## src/sv/tcpo_pkg.sv

```systemverilog
// ----------------------------------------------------------------------------
// tcpo_pkg
// shared types, status codes and limits of the tcp option tlv parser
// ----------------------------------------------------------------------------
`default_nettype none

package tcpo_pkg;

  localparam logic [5:0] MAX_AREA_BYTES = 6'd40;

  localparam logic [2:0] ST_OPTION  = 3'd0;
  localparam logic [2:0] ST_END     = 3'd1;
  localparam logic [2:0] ST_MISSING = 3'd2;
  localparam logic [2:0] ST_BADLEN  = 3'd3;
  localparam logic [2:0] ST_OVERRUN = 3'd4;

  typedef struct packed {
    logic [2:0] status;
    logic [7:0] option_type;
    logic [7:0] option_length;
    logic [5:0] data_offset;
    logic       last;
  } result_t;

  typedef struct packed {
    logic [1:0] count;
    result_t    res0;
    result_t    res1;
  } push_t;

  function automatic result_t make_res(input logic [2:0] status,
                                       input logic [7:0] option_type,
                                       input logic [7:0] option_length,
                                       input logic [5:0] data_offset,
                                       input logic       last);
    result_t r;
    r.status        = status;
    r.option_type   = option_type;
    r.option_length = option_length;
    r.data_offset   = data_offset;
    r.last          = last;
    return r;
  endfunction

endpackage

`default_nettype wire

```

## src/sv/tcp_option_tlv_parser.sv

```systemverilog
// each result is registered in the result queue and shows on out_* from its head
// throughput: one option byte per cycle while in_stall is low; a byte may yield up to two words
// in_stall rises while the four-entry result queue holds three or more words
// the queue drains one word per cycle as out_stall allows
// reset (rst_n low, synchronous) empties the queue and leaves the parser
// waiting for an area start
// ----------------------------------------------------------------------------
// tcp_option_tlv_parser
// walks tcp option areas byte by byte and reports each kind-length option
// ----------------------------------------------------------------------------
`default_nettype none

module tcp_option_tlv_parser
  import tcpo_pkg::*;
(
  input  wire logic       clk,
  input  wire logic       rst_n,
  input  wire logic       in_valid,
  output logic            in_stall,
  input  wire logic [7:0] in_data_byte,
  input  wire logic       in_area_start,
  input  wire logic [5:0] in_area_length,
  output logic            out_valid,
  input  wire logic       out_stall,
  output logic [2:0]      out_status,
  output logic [7:0]      out_option_type,
  output logic [7:0]      out_option_length,
  output logic [5:0]      out_data_offset,
  output logic            out_last
);

  push_t   push;
  result_t res;
  logic    in_accept;

  assign in_accept = in_valid && !in_stall;

  tcpo_parser u_parser (
    .clk         (clk),
    .rst_n       (rst_n),
    .accept      (in_accept),
    .data_byte   (in_data_byte),
    .area_start  (in_area_start),
    .area_length (in_area_length),
    .push        (push)
  );

  tcpo_res_fifo u_fifo (
    .clk          (clk),
    .rst_n        (rst_n),
    .push         (push),
    .full_for_two (in_stall),
    .out_valid    (out_valid),
    .out_stall    (out_stall),
    .out_res      (res)
  );

  assign out_status        = res.status;
  assign out_option_type   = res.option_type;
  assign out_option_length = res.option_length;
  assign out_data_offset   = res.data_offset;
  assign out_last          = res.last;

endmodule

`default_nettype wire

```

## src/sv/tcpo_parser.sv

```systemverilog
// ----------------------------------------------------------------------------
// tcpo_parser
// per-byte option walker: state registers and the single-pass step logic
// ----------------------------------------------------------------------------
`default_nettype none

module tcpo_parser
  import tcpo_pkg::*;
(
  input  wire logic       clk,
  input  wire logic       rst_n,
  input  wire logic       accept,
  input  wire logic [7:0] data_byte,
  input  wire logic       area_start,
  input  wire logic [5:0] area_length,
  output push_t           push
);

  localparam logic [1:0] PH_IDLE = 2'd0;
  localparam logic [1:0] PH_KIND = 2'd1;
  localparam logic [1:0] PH_LEN  = 2'd2;
  localparam logic [1:0] PH_DATA = 2'd3;

  logic [1:0] phase_r, phase_nxt;
  logic [5:0] left_r, left_nxt;
  logic [5:0] obl_r, obl_nxt;
  logic [7:0] type_r, type_nxt;
  logic [5:0] pos_r, pos_nxt;

  logic [5:0] alen;
  logic [1:0] w_phase;
  logic [5:0] w_left;
  logic [5:0] w_obl;
  logic [7:0] w_type;
  logic [5:0] w_pos;
  logic [5:0] pos_inc;
  logic       done;
  logic [1:0] n;
  result_t    r0;
  result_t    r1;

  always_comb begin
    alen    = (area_length > MAX_AREA_BYTES) ? MAX_AREA_BYTES : area_length;
    w_phase = phase_r;
    w_left  = left_r;
    w_obl   = obl_r;
    w_type  = type_r;
    w_pos   = pos_r;
    pos_inc = pos_r + 6'd1;
    done    = 1'b0;
    n       = 2'd0;
    r0      = make_res(ST_OPTION, 8'd0, 8'd0, 6'd0, 1'b0);
    r1      = make_res(ST_OPTION, 8'd0, 8'd0, 6'd0, 1'b0);
    if (accept) begin
      if (area_start) begin
        w_phase = PH_KIND;
        w_left  = alen;
        w_obl   = 6'd0;
        w_type  = 8'd0;
        w_pos   = 6'd0;
        pos_inc = 6'd1;
      end
      if (area_start && (alen == 6'd0)) begin
        r0      = make_res(ST_MISSING, 8'd0, 8'd0, 6'd0, 1'b1);
        n       = 2'd1;
        w_phase = PH_IDLE;
      end else if ((w_phase == PH_IDLE) || (w_left == 6'd0)) begin
        w_phase = PH_IDLE;
      end else begin
        unique case (w_phase)
          PH_KIND: begin
            if (data_byte == 8'd0) begin
              r0      = make_res(ST_END, 8'd0, 8'd0, 6'd0, 1'b1);
              n       = 2'd1;
              w_phase = PH_IDLE;
              done    = 1'b1;
            end else if (data_byte != 8'd1) begin
              if (w_left == 6'd1) begin
                r0      = make_res(ST_OVERRUN, data_byte, 8'd0, 6'd0, 1'b1);
                n       = 2'd1;
                w_phase = PH_IDLE;
                done    = 1'b1;
              end else begin
                w_type  = data_byte;
                w_phase = PH_LEN;
              end
            end
          end
          PH_LEN: begin
            if (data_byte < 8'd2) begin
              r0      = make_res(ST_BADLEN, w_type, data_byte, 6'd0, 1'b1);
              n       = 2'd1;
              w_phase = PH_IDLE;
              done    = 1'b1;
            end else if ({1'b0, data_byte} > ({3'd0, w_left} + 9'd1)) begin
              r0      = make_res(ST_OVERRUN, w_type, data_byte, pos_inc, 1'b1);
              n       = 2'd1;
              w_phase = PH_IDLE;
              done    = 1'b1;
            end else begin
              r0 = make_res(ST_OPTION, w_type, data_byte, pos_inc, 1'b0);
              n  = 2'd1;
              if (data_byte == 8'd2) begin
                w_phase = PH_KIND;
              end else begin
                w_obl   = data_byte[5:0] - 6'd2;
                w_phase = PH_DATA;
              end
            end
          end
          PH_DATA: begin
            if (w_obl != 6'd0) begin
              w_obl = w_obl - 6'd1;
            end
            if (w_obl == 6'd0) begin
              w_phase = PH_KIND;
            end
          end
          PH_IDLE: begin
            w_phase = PH_IDLE;
          end
          default: begin
            w_phase = PH_IDLE;
          end
        endcase
        if (!done) begin
          w_left = w_left - 6'd1;
          w_pos  = pos_inc;
          if (w_left == 6'd0) begin
            if (n == 2'd0) begin
              r0 = make_res(ST_MISSING, 8'd0, 8'd0, 6'd0, 1'b1);
            end else begin
              r1 = make_res(ST_MISSING, 8'd0, 8'd0, 6'd0, 1'b1);
            end
            n       = n + 2'd1;
            w_phase = PH_IDLE;
          end
        end
      end
    end
    phase_nxt  = w_phase;
    left_nxt   = w_left;
    obl_nxt    = w_obl;
    type_nxt   = w_type;
    pos_nxt    = w_pos;
    push.count = n;
    push.res0  = r0;
    push.res1  = r1;
  end

  always_ff @(posedge clk) begin
    if (!rst_n) begin
      phase_r <= PH_IDLE;
      left_r  <= 6'd0;
      obl_r   <= 6'd0;
      type_r  <= 8'd0;
      pos_r   <= 6'd0;
    end else begin
      phase_r <= phase_nxt;
      left_r  <= left_nxt;
      obl_r   <= obl_nxt;
      type_r  <= type_nxt;
      pos_r   <= pos_nxt;
    end
  end

endmodule

`default_nettype wire

```

## src/sv/tcpo_res_fifo.sv

```systemverilog
// ----------------------------------------------------------------------------
// tcpo_res_fifo
// four-entry result queue, takes up to two results and gives one per cycle while out_stall is low
// ----------------------------------------------------------------------------
`default_nettype none

module tcpo_res_fifo
  import tcpo_pkg::*;
(
  input  wire logic  clk,
  input  wire logic  rst_n,
  input  wire push_t push,
  output logic       full_for_two,
  output logic       out_valid,
  input  wire logic  out_stall,
  output result_t    out_res
);

  result_t    mem [4];
  logic [1:0] wr_ptr_r, wr_ptr_nxt;
  logic [1:0] rd_ptr_r, rd_ptr_nxt;
  logic [2:0] count_r, count_nxt;
  logic       pop;
  logic [1:0] wr_ptr_p1;

  assign wr_ptr_p1    = wr_ptr_r + 2'd1;
  assign out_valid    = (count_r != 3'd0);
  assign out_res      = mem[rd_ptr_r];
  assign full_for_two = (count_r > 3'd2);
  assign pop          = out_valid && !out_stall;

  always_comb begin
    wr_ptr_nxt = wr_ptr_r + push.count;
    rd_ptr_nxt = rd_ptr_r + {1'b0, pop};
    count_nxt  = count_r + {1'b0, push.count} - {2'd0, pop};
  end

  always_ff @(posedge clk) begin
    if (push.count != 2'd0) begin
      mem[wr_ptr_r] <= push.res0;
    end
    if (push.count == 2'd2) begin
      mem[wr_ptr_p1] <= push.res1;
    end
  end

  always_ff @(posedge clk) begin
    if (!rst_n) begin
      wr_ptr_r <= 2'd0;
      rd_ptr_r <= 2'd0;
      count_r  <= 3'd0;
    end else begin
      wr_ptr_r <= wr_ptr_nxt;
      rd_ptr_r <= rd_ptr_nxt;
      count_r  <= count_nxt;
    end
  end

endmodule

`default_nettype wire

```

## config.mk

```make
export PLATFORM = sky130hd
export DESIGN_NAME = tcp_option_tlv_parser
export DESIGN_NICKNAME = d
export VERILOG_FILES = /design/src/sv/tcpo_pkg.sv /design/src/sv/tcp_option_tlv_parser.sv /design/src/sv/tcpo_parser.sv /design/src/sv/tcpo_res_fifo.sv
export SDC_FILE = /design/constraint.sdc
export NUM_CORES = 1
export LEC_CHECK = 0
export ABC_CLOCK_PERIOD_IN_PS = 14700
export BUFFER_PORTS_ARGS = -buffer_cell sky130_fd_sc_hd__buf_2
export CAP_MARGIN = 20
export CORE_ASPECT_RATIO = 1.25
export CORE_MARGIN = 10
export CORE_UTILIZATION = 30
export CTS_BUF_LIST = sky130_fd_sc_hd__clkbuf_4 sky130_fd_sc_hd__clkbuf_8
export DETAILED_ROUTE_END_ITERATION = 8
export GPL_ROUTABILITY_DRIVEN = 0
export PLACE_DENSITY = 0.49
export SETUP_SLACK_MARGIN = 0.3
export SLEW_MARGIN = 20
export SYNTH_ARGS = -nofsm -noshare
export SYNTH_HDL_FRONTEND = slang
export SYNTH_HIERARCHICAL = 1
export SYNTH_SLANG_ARGS = --single-unit
```

## constraint.sdc

```tcl
create_clock -name clk -period 14.7 [get_ports clk]
set_input_delay 1.47 -clock clk [delete_from_list [all_inputs] [get_ports clk]]
set_output_delay 1.47 -clock clk [all_outputs]
set_load 0.03 [all_outputs]
```

==> impl_metrics.env <==
export IMPL_dp_slack_ns=7.35
export IMPL_clk_path_buf_depth=2
export IMPL_dieArea_mm2=0.0351
export IMPL_viasPerCell=5.16
export IMPL_overflow=0
export IMPL_synth_top_cell_by_area="edfxtp_1"
export IMPL_wirelength_um=21900
export IMPL_drive_above_1_share=0.311
export IMPL_cp_top_family="simple AND/OR/NAND/NOR gates"
export IMPL_final_util=0.334
export IMPL_finalSetupTns_ns=0
export IMPL_synth_top_area_frac=0.373
export IMPL_cp_max_fo=31
export IMPL_cts_resized=0
export IMPL_synth_cell_types=73
export IMPL_synth_warnings=6
export IMPL_endpoint_kind="register"
export IMPL_synth_edf_count=104
export IMPL_comb_power_share=0.236
export IMPL_num_nets_final=768
export IMPL_multi_input_area_mm2=0.00421
export IMPL_final_cells=1090
export IMPL_postCtsSetupRepairBufs=0
export IMPL_power_share_switching=0.333
export IMPL_synthCells=692
export IMPL_drc=0
export IMPL_hold_viol=0
export IMPL_start_util=0.304
export IMPL_rsz0062_at_grt="false"
export IMPL_grt_pass1_wl_um=34700
export IMPL_htree_levels=4
export IMPL_cts_root_buf="clkbuf_8"
export IMPL_setup_viol=0
export IMPL_min_path_type="reg2reg"
export IMPL_slowest_delay_ns=0.66
export IMPL_numClockSinks=139
export IMPL_core_area_mm2=0.0276
export IMPL_final_cell_mix="104 x edfxtp_1, 101 x mux2_2, 46 x buf_2"
export IMPL_ys_ff_latch=139
export IMPL_switchingPower_uw=325
export IMPL_period_needed_ns=6.89
export IMPL_cp_buffers_inverters=1
export IMPL_layout_commonest_cell="edfxtp_1"
export IMPL_status="completed"
export IMPL_cp_arrival_ns=7.09
export IMPL_rows=68
export IMPL_numPlacedInstances=1057
export IMPL_fin_ws_ns=7.81
export IMPL_cts_made_buffers=17
export IMPL_crit_slowest_cell="nand3_2"
export IMPL_postPlaceCellArea_mm2=0.00881
export IMPL_ant_nets=0
export IMPL_max_vdd_ir_drop_mv=0.0508
export IMPL_synth_area_mm2=0.00838
export IMPL_area_delta_synth_final_pct=9.88
export IMPL_design_area_mm2=0.00921
export IMPL_cts_tree="yes"
export IMPL_p_int_uw=652
export IMPL_ys_seq_area_frac=0.456
export IMPL_holdBufCountCts=0
export IMPL_io_buffers=46
export IMPL_crit_chain="buf_2 > a31oi_1 > nor3_1 > nor2b_1 > nand2_1 > xnor2_1 > o21ai_0 > ha_1 > and4b_1 > a211o_1 > o211ai_1 > a41o_1 > and2_4 > and3_1 > and2b_1 > nand3_2 > mux2_1"
export IMPL_seq_power_share=0.446
export IMPL_hpwlAfterDp_um=14400
export IMPL_boundaryPins=47
export IMPL_die_w_um=170
export IMPL_fin_skew_ns=0.0172
export IMPL_path_clk_slew_ns=0.08
export IMPL_dieHeight_um=207
export IMPL_post_synth_cell_area_avg_um2=12.1
export IMPL_worstSetupPathType="in2reg"
export IMPL_maxSlewViolCount=0
export IMPL_drv_cap=0
export IMPL_grt_max_degree=32
export IMPL_p_leak_nw=3.26
export IMPL_worstMarginPinSlew_ns=1.05
export IMPL_max_slew_margin_rel=0.293
export IMPL_fmax_mhz=145
export IMPL_power_frac_clock=0.318
export IMPL_vias=5621
export IMPL_regArea_mm2=0.00382
export IMPL_clk_latency_ns=0.46
export IMPL_worstPathRequired_ns=14.90
export IMPL_synth_async_sr_flop_share=0
export IMPL_grtUsageTotal=0.128
export IMPL_power_density_mw_per_mm2=106
export IMPL_initialDrtViolationCount=436
export IMPL_startpoint_type="input pin"
export IMPL_ys_top_cells_by_area="edfxtp_1 37%, mux2_2 14%, dfxtp_1 8.4%"
export IMPL_antenna_found_initial=1
export IMPL_finalCritPeriodShare=0.468
export IMPL_synth_ff_type="edfxtp_1"
export IMPL_final_fill_count=2851
export IMPL_dr_pass1_iters=5
export IMPL_grt_pass1_vias=5903
export IMPL_wl_per_cell_um=20.1
-- worst reg2reg max path: stages (launching register included) --
cell,delay (ns)
dfxtp_1,0.33
nor2b_1,0.21
a31oi_2,0.14
nor3_1,0.38
nor2b_1,0.32
nand2_1,0.11
xnor2_1,0.13
o21ai_0,0.18
ha_1,0.27
and4b_1,0.22
a211o_1,0.30
o211ai_1,0.19
a41o_1,0.44
and2_4,0.27
and3_1,0.46
and2b_1,0.23
nand3_2,0.66
mux2_1,0.60
-- final cells by class --
class	instances	area share
clock inverter	15	0.0168
antenna	1	0.000272
timing repair buffer	53	0.0307
tap	350	0.0475
clock buffer	17	0.0254
sequential	139	0.415
multi-input combinational	499	0.457
inverter	16	0.00652
-- metrics by stage --
| stage | power [mW] | hold WS, ns |
|---|---|---|
| floorplan | 0.621 | 0.441 |
| global placement | 0.679 | 0.457 |
| detailed placement | 0.680 | 0.457 |
| CTS | 0.993 | 0.483 |
| global route | 1.03 | 0.499 |
| finish | 0.977 | 0.480 |
-- per-layer routing --
layer	GRT usage	routed length [um]	up-vias
met3	0.0273	847	15
met4	0.0355	252	0
met5	0	0	-
met1	0.158	9590	2814
met2	0.222	11200	98
li1	-	-	2694
-- flip-flops by register name, indices dropped and copies added (netlist names) --
| register | flops |
|---|---|
| u_parser/type_r | 8 |
| u_fifo/wr_ptr_r | 2 |
| u_parser/left_r | 6 |
| u_parser/phase_r | 2 |
| u_fifo/count_r | 3 |
| u_parser/pos_r | 6 |
| u_fifo/rd_ptr_r | 2 |
| u_fifo/mem | 104 |
| u_parser/obl_r | 6 |
-- Yosys cell counts, types with 3 or more instances --
cell type	n
edfxtp_1	104
mux2_2	101
dfxtp_1	35
nor2_1	33
buf_4	31
nand2_1	29
mux4_2	26
ha_1	22
o21ai_0	21
a21oi_1	18
nand3_1	17
nor2b_1	17
inv_1	16
nor3_1	16
clkbuf_1	13
and2_1	12
buf_2	11
a22o_1	10
a22oi_1	10
xnor2_1	10
and3_1	9
nor4_1	9
or3_1	9
a21boi_0	8
a31oi_1	8
nand2b_1	6
o211ai_1	6
xor2_1	6
a211o_1	5
a21o_1	5
o2111a_1	4
o21a_1	4
and4_1	3
buf_1	3
buf_6	3
mux2_1	3
nand4_1	3
o2bb2ai_1	3
o31a_1	3
-- power groups by stage --
| stage | Combinational [mW] | Clock, mW | Sequential, mW |
|---|---|---|---|
| floorplan | 0.179 | 0 | 0.442 |
| detailed placement | 0.235 | 0 | 0.445 |
| finish | 0.230 | 0.311 | 0.436 |
| global placement | 0.235 | 0 | 0.445 |
| CTS | 0.235 | 0.322 | 0.436 |
| global route | 0.255 | 0.339 | 0.438 |
-- final timing paths --
check | from | endpoint | slack (ns) | cells past startpoint
worst min-delay path | u_parser/type_r[2] | u_parser/type_r[2] | 0.48 | 1
worst min register to register | u_parser/type_r[2] | u_parser/type_r[2] | 0.48 | 1
worst max-delay path | in_area_start | u_fifo/mem[0][22] | 7.81 | 17
worst max register to register | u_parser/left_r[2] | u_fifo/mem[0][22] | 9.00 | 17
-- cell families after synthesis --
logic type / count (synthesis) / synth area share
AND/OR/NAND/NOR: 182 / 0.121
flip-flops: 139 / 0.456
multiplexers: 130 / 0.210
AO/OA/AOI/OAI: 124 / 0.108
buffers and inverters: 77 / 0.0527
adder cells (fa/ha/maj): 23 / 0.0352
XOR/XNOR: 16 / 0.0167
other: 1 / 0.000447
No activity file was read; power rests on OpenSTA's default activity.
